## src/rtl/core/ptw_pkg.sv

```systemverilog
// Shared types and constants for the four-level page table walker.
// Holds the channel payload structs, operation codes and the entry index helper.
// No dependencies.
package ptw_pkg;

  localparam int OFFSET_BITS  = 12;
  localparam int INDEX_BITS   = 9;
  localparam int FRAME_LSB    = 12;
  localparam int FRAME_MSB    = 51;
  localparam int ENTRY_SHIFT  = 3;
  localparam int PRESENT_BIT  = 0;
  localparam int LOGICAL_BITS = 48;
  localparam int PA_BITS      = 52;
  localparam int QUEUE_DEPTH  = 2;

  localparam logic       OP_LOAD      = 1'b0;
  localparam logic       OP_TRANSLATE = 1'b1;
  localparam logic [1:0] FIRST_LEVEL  = 2'd0;
  localparam logic [1:0] LAST_LEVEL   = 2'd3;

  typedef struct packed {
    logic        operation;
    logic [63:0] address;
    logic [63:0] entry_value;
  } in_item_t;

  typedef struct packed {
    logic               fault;
    logic [PA_BITS-1:0] phys_addr;
  } out_item_t;

  // Head of the front queue as seen by the back end.
  typedef struct packed {
    logic     valid;
    in_item_t item;
  } ptw_req_t;

  // Table index for one level: bits 47..39, 38..30, 29..21, 20..12.
  function automatic logic [INDEX_BITS-1:0] level_index(
    input logic [LOGICAL_BITS-1:0] logical,
    input logic [1:0]              level
  );
    logic [INDEX_BITS-1:0] idx;
    unique case (level)
      2'd0:    idx = logical[47:39];
      2'd1:    idx = logical[38:30];
      2'd2:    idx = logical[29:21];
      default: idx = logical[20:12];
    endcase
    return idx;
  endfunction

endpackage

```

## src/rtl/core/ptw_front.sv

```systemverilog
// Front end of the walker: accepts input transactions, drops unusable loads
// and queues the rest for the back end. Depends on ptw_pkg.
module ptw_front
  import ptw_pkg::*;
#(
  parameter int WORD_ADDR_BITS = 16
) (
  input  logic     clk,
  input  logic     rst_n,
  input  logic     enable,
  input  logic     in_valid,
  output logic     in_ready,
  input  in_item_t in_data,
  output ptw_req_t head,
  input  logic     pop
);

  localparam int PTR_BITS = $clog2(QUEUE_DEPTH);
  localparam int CNT_BITS = $clog2(QUEUE_DEPTH + 1);
  localparam logic [CNT_BITS-1:0] FULL_CNT = CNT_BITS'(QUEUE_DEPTH);
  localparam logic [PTR_BITS-1:0] LAST_PTR = PTR_BITS'(QUEUE_DEPTH - 1);

  in_item_t              q_r [QUEUE_DEPTH];
  logic [PTR_BITS-1:0]   wr_ptr_r, wr_ptr_nxt;
  logic [PTR_BITS-1:0]   rd_ptr_r, rd_ptr_nxt;
  logic [CNT_BITS-1:0]   cnt_r, cnt_nxt;
  logic                  load_ok;
  logic                  keep;
  logic                  push;
  logic                  do_pop;

  // A load is usable when aligned and inside the memory.
  assign load_ok  = (in_data.address[ENTRY_SHIFT-1:0] == '0) &&
                    ((in_data.address >> (WORD_ADDR_BITS + ENTRY_SHIFT)) == 64'd0);
  assign keep     = (in_data.operation == OP_TRANSLATE) || load_ok;
  assign in_ready = enable && (cnt_r != FULL_CNT);
  assign push     = in_valid && in_ready && keep;
  assign do_pop   = pop && (cnt_r != '0);

  assign head.valid = (cnt_r != '0);
  assign head.item  = q_r[rd_ptr_r];

  always_comb begin
    wr_ptr_nxt = wr_ptr_r;
    rd_ptr_nxt = rd_ptr_r;
    cnt_nxt    = cnt_r;
    if (push) begin
      wr_ptr_nxt = (wr_ptr_r == LAST_PTR) ? '0 : wr_ptr_r + 1'b1;
    end
    if (do_pop) begin
      rd_ptr_nxt = (rd_ptr_r == LAST_PTR) ? '0 : rd_ptr_r + 1'b1;
    end
    if (push && !do_pop) begin
      cnt_nxt = cnt_r + 1'b1;
    end else if (do_pop && !push) begin
      cnt_nxt = cnt_r - 1'b1;
    end
  end

  always_ff @(posedge clk) begin
    if (!rst_n) begin
      wr_ptr_r <= '0;
      rd_ptr_r <= '0;
      cnt_r    <= '0;
    end else begin
      wr_ptr_r <= wr_ptr_nxt;
      rd_ptr_r <= rd_ptr_nxt;
      cnt_r    <= cnt_nxt;
    end
  end

  always_ff @(posedge clk) begin
    if (push) begin
      q_r[wr_ptr_r] <= in_data;
    end
  end

endmodule

```

## config.mk

```make
export PLATFORM = sky130hd
export DESIGN_NAME = ptw_front
export DESIGN_NICKNAME = d
export VERILOG_FILES = /design/src/rtl/core/ptw_pkg.sv /design/src/rtl/core/ptw_front.sv
export SDC_FILE = /design/constraint.sdc
export NUM_CORES = 1
export LEC_CHECK = 0
export BUFFER_PORTS_ARGS = -buffer_cell sky130_fd_sc_hd__buf_2
export CORE_ASPECT_RATIO = 0.7
export CORE_UTILIZATION = 52
export CTS_CLUSTER_SIZE = 12
export DETAILED_ROUTE_END_ITERATION = 8
export PLACE_DENSITY = 0.81
export RECOVER_POWER = 50
export SYNTH_ARGS = -nofsm -noshare
export SYNTH_HDL_FRONTEND = slang
export SYNTH_SLANG_ARGS = --single-unit
```

## constraint.sdc

```tcl
create_clock -name clk -period 16 [get_ports clk]
set_input_delay 3.2 -clock clk [delete_from_list [all_inputs] [get_ports clk]]
set_output_delay 3.2 -clock clk [all_outputs]
set_load 0.01 [all_outputs]
```

==> results of run 1 <==
[Yosys cell counts (2+ instances only)]
cell type | count | area share [%]
mux2_2 | 130 | 15
edfxtp_1 | 258 | 80
and2_1 | 4 | 0.26
dfxtp_1 | 5 | 1.0
nand2_1 | 2 | 0.078
nand3b_1 | 2 | 0.16
buf_2 | 14 | 0.72
nor4_1 | 12 | 0.78
and4_1 | 3 | 0.27
xnor2_1 | 2 | 0.18
[kinds of logic after synthesis]
family,after synthesis,synth area share (%)
XOR/XNOR,3,0.2715
multiplexers,130,15.13
AND/OR/NAND/NOR,32,2.250
buffers and inverters,14,0.7240
AO/OA/AOI/OAI,5,0.4137
flip-flops,263,81.09
adder cells (fa/ha/maj),1,0.1293
[worst max path at each step]
stage | from | depth (start not counted) | slack [ns] | to
2_1_floorplan | in_data[116] | 4 | 2.02 | q_r[1][0]$_DFFE_PP_
3_3_place_gp | enable | 3 | 9.21 | in_ready
3_5_place_dp | enable | 3 | 9.21 | in_ready
4_1_cts | enable | 3 | 9.21 | in_ready
5_1_grt | register | 3 | 8.71 | head[104]
6_report | register | 3 | 8.95 | head[88]
[area by class of cell]
class,instances,share of cell area (%)
clock buffer,40,6.278
clock inverter,1,0.06330
multi-input combinational,171,14.84
sequential,263,66.17
tap,236,2.490
timing repair buffer,269,10.15
[per-layer routing]
metal / global-route usage (%) / share of wire (%)
met1: 23.96 / 41
met2: 32.64 / 49
met3: 5.753 / 8.3
met4: 5.138 / 2.0
met5: 0 / 0
[worst reg2reg max path, stage by stage, from the launching register on]
cell and delay (ns):
dfxtp_1 0.40, nand2b_2 0.19, nand3_4 0.12, nor3_1 0.28
clkbuf_1 2.21
[power groups by stage]
| stage | logic, mW | clock network, mW | registers [mW] |
|---|---|---|---|
| CTS | 0.344 | 0.558 | 0.818 |
| finish | 0.334 | 0.544 | 0.817 |
| detailed placement | 0.341 | 0 | 0.833 |
| global route | 0.361 | 0.582 | 0.821 |
| global placement | 0.336 | 0 | 0.829 |
| floorplan | 0.228 | 0 | 0.822 |
[flip-flops by register name (all words and copies together), names as in the netlist, named ones only]
register  flops
wr_ptr_r      1
cnt_r         2
q_r         258
rd_ptr_r      1
[through the flow]
| step | hold slack [ns] | util [%] | area (µm²) |
|---|---|---|---|
| after floorplan | 0.4848 | - | 9678 |
| after global placement | 0.4956 | 62.27 | 11280 |
| after detailed placement | 0.5414 | 62.27 | 11280 |
| after CTS | 0.5540 | 66.42 | 12030 |
| after global routing | 0.6312 | 65.49 | 11860 |
| final | 0.5478 | 65.49 | 11860 |
==> impl_results.md, run 1 <==
* Hold Startpoint: cnt_r[1]$_SDFFE_PN0P_
* FP Rows at 41
* Sw Ratio at 24.74%
* Yosys warnings at 0
* Status: complete, but fails checks
* Unrepaired setup endpoints after global routing: no
* Drt pass-1 iters at 4
* Hold Path Sink: cnt_r[1]$_SDFFE_PN0P_
* Worst path slowest cell: dfxtp_1
* Post-DR wirelength/cell at 19.51 µm
* Vias in the first global route at 5,266
* Ys async rst share at 0%
* I/O pin cnt at 265
* Slew Viols, Final at 96
* CP Max Fanout at 89
* Number of hold violations in the final report at 0
* Final setup violation count at 0
* Sequential Area at 7848 µm²
* Max incr delay on CP at 1.54 ns
* Ant diodes at 0
* Clk_skew at 0.005401 ns
* Port-buffer cells at 264
* Proportion of layout cells with a drive suffix above 1 at 41.94%
* Sequential share of power at 48.2%
* Reg2reg path depth at 4
* GRT overflow at 0
* First-pass GRT wire length at 27,840 µm
* Worst r2r dst: q_r[0][41]$_DFFE_PP_
* Highest clock rate at 141.8 MHz
* Total CTS buffers at 26
* Clk pwr share at 32.1%
* Seq/Total Area, Yosys at 81.09%
* Max Cap Viol at 2
* Skew-Pair Late Insertion Delay at 0.51 ns
* Postcts setup bufs at 0
* Vias per cell at 5.241
* Max clock buf depth at 3
* # resized after CTS at 0
* Mapped Avg Cell Area at 21.60 µm²
* Area of the multi-input gates at 1760 µm²
* HP Class: reg2reg
* Synthesized area at 9678 µm²
* Via count at 5,136
* Htree depth at 1
* Die Wd at 165.1 µm
* Fill cells at 1,300
* Global Route Usage Sum at 19.13%
* CP cell instances: buf_4 -> mux2_2 -> buf_2
* # hold bufs at CTS at 0
* Fin crit period at 7.054 ns
* CTS tree: yes
* Final non-filler cell total at 980
* Die Area at 19,170 µm²
* Leading cell type in the layout, fill and taps excluded: edfxtp_1
* Worst-path clk slew at 0.06 ns
* PwrDens at 142.9 nW/µm²
* Power Internal at 1.276 mW
* Ys flop type: edfxtp_1
* Switch Pwr at 419.3 µW
* Final setup margin at 8.946 ns
* Cells on Worst Hold Path at 2
* Leak Pwr at 4.015 nW
* Initial antenna violation count at 0
* NumNets Final at 866
* VDD IR max at 109.0 µV
* Flop2flop setup slack at 12.31 ns
* Tcrit/Tclk final at 44.08%
* Number of synthesized register bits at 263
* Critical path data arrival time at 3.85 ns
* Post-Place Worst Slack at 9.209 ns
* Placed cells at 939
* Most frequent cells in the layout: edfxtp_1, buf_2, clkbuf_1, mux2_2, clkbuf_16
* Critical path buffer and inverter count at 2
* CP Capture Type: primary output
* Pin count of the biggest net entering global routing at 90
* Net Count, Synth at 583
* Crit path required time at 12.80 ns
* CP top delay family: flip-flops
* Worst slew margin at -105.5%
* Final wirelength at 19,120 µm
* Final Power at 1.695 mW
* DPL Wire Length at 12,700 µm
* Clock Root Buffer: clkbuf_16
* CP Class: reg2out
* Area grow syn2layout at 22.53%
* 1st-iter DRT viols at 357
* Combinational share of power at 19.7%
* CORE AREA at 18,110 µm²
* Initial Utilization at 53.44%
* Setup TNS at 0 ns
* Worst slew pin tran at 3.082 ns
* Number of flops mapped to enable cells by yosys at 258
* DRC at 0
* ANT nets after route at 0
* Cell variety after synth at 26
* Worst setup SP type: register
* CTS Sinks at 263
* Post-Synthesis Cells at 448
* Gp weighted congestion at 0.7551
* Worst r2r src: cnt_r[0]$_SDFFE_PN0P_
* Die H at 116.1 µm
* Failing checks: capacitance limit, slew limit
(Power assumes the default switching activity.)
==> run 2, diff against run 1 <==
==> constraint.sdc (replaced) <==
create_clock -name clk -period 7.2 [get_ports clk]
set_input_delay 1.44 -clock clk [delete_from_list [all_inputs] [get_ports clk]]
set_output_delay 1.44 -clock clk [all_outputs]
set_load 0.01 [all_outputs]
==> impl_results.md, run 2 (synthesis results as in run 1) <==
* Status: complete, but fails checks
* Failing checks: capacitance limit, slew limit
* HP Class: reg2reg
* Worst setup SP type: input pin
* Die Area at 19,170 µm² (unchanged)
* Combinational share of power at 19.3% (-0.4 points)
* Fin crit period at 5.153 ns
* Sequential share of power at 48.5% (+0.3 points)
* Port-buffer cells at 264 (unchanged)
* Via count at 5,135 (-0.019%)
* CP Capture Type: register
* Crit path required time at 7.25 ns (-5.55 ns)
* Die H at 116.1 µm (unchanged)
* Clk_skew at 0.007360 ns (+0.001959 ns)
* PwrDens at 318.5 nW/µm² (+120%)
* Max clock buf depth at 3 (unchanged)
* I/O pin cnt at 265 (unchanged)
* DRC at 0 (unchanged)
* Clock Root Buffer: clkbuf_16
* CTS tree: yes
* Gp weighted congestion at 0.7786 (+3.1%)
* Vias in the first global route at 5,178 (-1.7%)
* Tcrit/Tclk final at 71.57%
* Skew-Pair Late Insertion Delay at 0.51 ns (about the same)
* CP Max Fanout at 56 (-37%)
* Post-Place Worst Slack at 3.121 ns (-6.087 ns)
* Number of hold violations in the final report at 0 (unchanged)
* Most frequent cells in the layout: edfxtp_1, buf_2, mux2_2, clkbuf_1, clkbuf_16
* NumNets Final at 866 (unchanged)
* Postcts setup bufs at 0 (unchanged)
* Initial Utilization at 53.44% (unchanged)
* Max reg flops at 258 (unchanged)
* Biggest regs: q_r x258, cnt_r x2
* Area grow syn2layout at 23.14%
* Sw Ratio at 24.81% (+0.075 points)
* Met2 usage at 32.55% (-0.084 points)
* Htree depth at 1 (unchanged)
* Worst slew pin tran at 3.182 ns (+0.09927 ns)
* Leading cell type in the layout, fill and taps excluded: edfxtp_1
* CORE AREA at 18,110 µm² (unchanged)
* Final wirelength at 19,220 µm (+0.49%)
* CP cell instances: clkbuf_1 -> nor4_1 -> and4_1 -> a31oi_1 -> nor3b_4 -> clkbuf_1
* Setup TNS at 0 ns (unchanged)
* Power Internal at 2.854 mW (+120%)
* Die Wd at 165.1 µm (unchanged)
* # hold bufs at CTS at 0 (unchanged)
* # resized after CTS at 0 (unchanged)
* Most Crowded Layer GR: met2
* Post-DR wirelength/cell at 19.61 µm (+0.49%)
* First-pass GRT wire length at 27,700 µm (-0.52%)
* VDD IR max at 205.1 µV (+88%)
* Slew Viols, Final at 110 (+15%)
* Hold Worst Slack at 0.5615 ns (+0.01377 ns)
* Final non-filler cell total at 980 (unchanged)
* 1st-iter DRT viols at 354 (-0.84%)
* Critical path data arrival time at 5.20 ns (+1.35 ns)
* Drt pass-1 iters at 4 (unchanged)
* Worst slew margin at -112.1% (-6.6 points)
* CP Class: in2reg
* DPL Wire Length at 12,660 µm (-0.33%)
* Proportion of layout cells with a drive suffix above 1 at 45.90% (+4.0 points)
* ANT nets after route at 0 (unchanged)
* Global Route Usage Sum at 19.44% (+0.30 points)
* Placed cells at 939 (unchanged)
* Unrepaired setup endpoints after global routing: no
* Max incr delay on CP at 2.24 ns (+0.70 ns)
* Max Cap Viol at 2 (unchanged)
* Final setup margin at 2.047 ns (-6.899 ns)
* Final setup violation count at 0 (unchanged)
* Switch Pwr at 941.7 µW (+120%)
* FP Rows at 41 (unchanged)
* Pin count of the biggest net entering global routing at 78 (-13%)
* Most frequent cell on the critical path: clkbuf_1
* Worst path slowest cell: clkbuf_1
* Worst-path clk slew at 0.06 ns (about the same)
* Vias per cell at 5.240 (about the same)
* Clk pwr share at 32.3% (+0.2 points)
* Met3 Use GR at 5.256% (-0.50 points)
* CTS Sinks at 263 (unchanged)
* Register bank with the most flops: q_r
* GRT overflow at 0 (unchanged)
* Routing usage on met1 at 26.03% (+2.1 points)
* Total CTS buffers at 26 (unchanged)
* Highest clock rate at 194.1 MHz
* Initial antenna violation count at 0 (unchanged)
* Leak Pwr at 4.101 nW (+2.2%)
==> run 2: cell types whose count changed in the layout (fill, tap and decap cells not counted), sizes merged <==
cell / before / now
clkbuf: 162 / 132
bufinv: 0 / 1
diode: 0 / 1
buf: 147 / 175
==> run 2: worst max-delay path, delay by kind of cell <==
family	cells	cell delay (ns)
and+or+nand+nor	3	1.09
buffers and inverters	2	2.34
AOI/OAI and AO/OA	1	0.23
==> run 2: final timing paths <==
path	from	endpoint	slack (ns)	cells after the start
setup reg to reg	cnt_r[0]$_SDFFE_PN0P_	q_r[1][44]$_DFFE_PP_	3.49	4
setup / recovery	in_data[111]	q_r[1][44]$_DFFE_PP_	2.05	6
hold / removal	cnt_r[1]$_SDFFE_PN0P_	cnt_r[1]$_SDFFE_PN0P_	0.56	2
hold reg to reg	cnt_r[1]$_SDFFE_PN0P_	cnt_r[1]$_SDFFE_PN0P_	0.56	2
==> run 2: layout make-up <==
type / instances / area, µm²
fillers: 1255 / 6191
flip-flops and latches: 263 / 7851
diodes: 1 / 2.502
multi-input cells: 171 / 1778
clock inverters: 2 / 37.54
clock buffers: 38 / 716.9
well taps: 236 / 295.3
repair buffers: 269 / 1236
==> run 2: power groups by stage <==
stage	clock network, mW	registers, mW	logic, mW
2_1_floorplan	0	1.81	0.508
6_report	1.22	1.84	0.731
4_1_cts	1.25	1.84	0.749
5_1_grt	1.31	1.85	0.788
3_3_place_gp	0	1.87	0.728
3_5_place_dp	0	1.87	0.743
==> run 2: per-layer routing <==
metal  up-vias  part of all wire, %
met2       230                   48
met4         0                  1.1
li1       2371                    -
met1      2520                   42
met3        14                  8.7
met5         -                    0
==> run 2: stage by stage <==
step	utilization (%)	instance area, µm²	total power [mW]
6_report	65.81	11920	3.795
3_5_place_dp	62.34	11290	2.615
4_1_cts	66.50	12040	3.840
5_1_grt	65.80	11920	3.948
3_3_place_gp	62.34	11290	2.594
2_1_floorplan	-	9701	2.321
==> run 3, diff against run 2 <==
==> constraint.sdc (replaced) <==
create_clock -name clk -period 5.1 [get_ports clk]
set_input_delay 1.02 -clock clk [delete_from_list [all_inputs] [get_ports clk]]
set_output_delay 1.02 -clock clk [all_outputs]
set_load 0.01 [all_outputs]
==> impl_results.md, run 3 (synthesis results as in run 1) <==
* Worst path slowest cell: dfxtp_4
* Die Wd at 165.1 µm (unchanged)
* Skew-Pair Late Insertion Delay at 0.51 ns (about the same)
* Slew Viols, Final at 0 (-100%)
* Tcrit/Tclk final at 67.24%
* Clock Root Buffer: clkbuf_16
* CTS Sinks at 263 (unchanged)
* Max clock buf depth at 3 (unchanged)
* Max Cap Viol at 0 (-2)
* Htree depth at 1 (unchanged)
* GRT overflow at 0 (unchanged)
* Final setup violation count at 0 (unchanged)
* Postcts setup bufs at 0 (unchanged)
* I/O pin cnt at 265 (unchanged)
* Most frequent cells in the layout: edfxtp_1, buf_2, mux2_2, clkbuf_1, clkbuf_16
* Worst-path clk slew at 0.06 ns (about the same)
* Post-DR wirelength/cell at 19.63 µm (+0.11%)
* Pin count of the biggest net entering global routing at 95 (+22%)
* Register bank with the most flops: q_r
* FP Rows at 41 (unchanged)
* Gp weighted congestion at 0.8108 (+4.1%)
* Proportion of layout cells with a drive suffix above 1 at 43.82% (-2.1 points)
* Ant diodes at 0 (-1)
* DRC at 0 (unchanged)
* Worst slew margin at 52.07% (+160 points)
* CP Class: reg2out
* Final core utilization at 65.78% (about the same)
* Die Area at 19,170 µm² (unchanged)
* Worst slew pin tran at 0.7189 ns (-2.463 ns)
* 1st-iter DRT viols at 358 (+1.1%)
* # resized after CTS at 0 (unchanged)
* Die H at 116.1 µm (unchanged)
* Area grow syn2layout at 23.09% (about the same)
* Clk_skew at 0.007917 ns (+0.0005572 ns)
* DPL Wire Length at 12,660 µm (about the same)
* Number of hold violations in the final report at 0 (unchanged)
* ANT nets after route at 0 (unchanged)
* Max reg flops at 258 (unchanged)
* Critical path buffer and inverter count at 2 (unchanged)
* Initial antenna violation count at 0 (unchanged)
* Leading cell type in the layout, fill and taps excluded: edfxtp_1
* # hold bufs at CTS at 0 (unchanged)
* NumNets Final at 866 (unchanged)
* CORE AREA at 18,110 µm² (unchanged)
* Final Power at 5.318 mW (+40%)
* Vias in the first global route at 5,113 (-1.3%)
* Initial Utilization at 53.44% (unchanged)
* Post-Place Worst Slack at 1.608 ns (-1.513 ns)
* Setup TNS at 0 ns (unchanged)
* CP cell instances: buf_12 -> mux2_2 -> buf_2
* Global Route Usage Sum at 19.22% (-0.21 points)
* Highest clock rate at 291.6 MHz
* Leak Pwr at 4.074 nW (-0.66%)
* VDD IR max at 280.1 µV (+37%)
* Unrepaired setup endpoints after global routing: no
* Critical path data arrival time at 2.41 ns (-2.79 ns)
* Final wirelength at 19,240 µm (+0.11%)
* PwrDens at 446.4 nW/µm² (+40%)
* Biggest regs: q_r x258, cnt_r x2
* Max incr delay on CP at 0.82 ns (-1.42 ns)
* CP Capture Type: primary output
* Crit path required time at 4.08 ns (-3.17 ns)
* Drt pass-1 iters at 5 (+1)
* Worst setup SP type: register
* HP Class: reg2reg
* CTS tree: yes
* Final setup margin at 1.671 ns (-0.3766 ns)
* Vias per cell at 5.217 (-0.43%)
* Flop2flop setup slack at 2.99 ns (-0.50 ns)
* CP Max Fanout at 77 (+38%)
* Port-buffer cells at 264 (unchanged)
* Fin crit period at 3.429 ns
* First-pass GRT wire length at 27,870 µm (+0.62%)
* Status: finished clean
* CP top delay family: flip-flops
* Total CTS buffers at 26 (unchanged)
* Via count at 5,113 (-0.43%)
[run 3: cell types whose count changed in the layout (fill, tap and decap cells not counted), moves of 2 or more]
cell and change:
buf_2 -14, clkinv_1 +2, clkbuf_1 +11, buf_12 +3
[run 3: power by group]
group / switching, mW / internal, mW / leakage (nW) / total [mW]
clock network: 0.717 / 0.974 / 0.356 / 1.69
registers: 0.0890 / 2.49 / 2.38 / 2.58
logic: 0.520 / 0.532 / 1.33 / 1.05
total: 1.33 / 3.99 / 4.07 / 5.32
[run 3: through the flow]
stage / hold WS [ns] / cell area [µm²] / instances
after floorplan: 0.4848 / 9716 / 448
after global placement: 0.4986 / 11340 / 939
after detailed placement: 0.5401 / 11340 / 939
after CTS: 0.5447 / 12080 / 980
after global routing: 0.5796 / 11910 / 980
final: 0.5571 / 11910 / 980
[run 3: area by class of cell]
class                   instances  area (µm²)
repair buffers                269        1264
multi-input cells             171        1764
fillers                      1276        6196
flip-flops and latches        263        7851
clock buffers                  39       730.7
well taps                     236       295.3
clock inverters                 2       7.507
[run 3: per-layer routing]
metal / up-vias / track usage (%) / wire (µm)
li1: 2369 / - / -
met4: 0 / 4.832 / 280
met3: 22 / 5.611 / 1775
met5: - / 0 / 0
met1: 2490 / 26.69 / 8204
met2: 232 / 30.13 / 8978
[run 3: path summary, 6_finish.rpt]
path                               from  cells after the start                    end
setup / recovery               register                      3               head[44]
hold / removal    cnt_r[1]$_SDFFE_PN0P_                      2  cnt_r[1]$_SDFFE_PN0P_
setup reg to reg  cnt_r[0]$_SDFFE_PN0P_                      4   q_r[0][45]$_DFFE_PP_
hold reg to reg   cnt_r[1]$_SDFFE_PN0P_                      2  cnt_r[1]$_SDFFE_PN0P_
[run 3: worst reg2reg max path: stages (launching register included)]
cell	delay (ns)
dfxtp_1	0.39
nand2b_1	0.22
nand3_4	0.14
nor3_1	0.41
buf_4	0.55
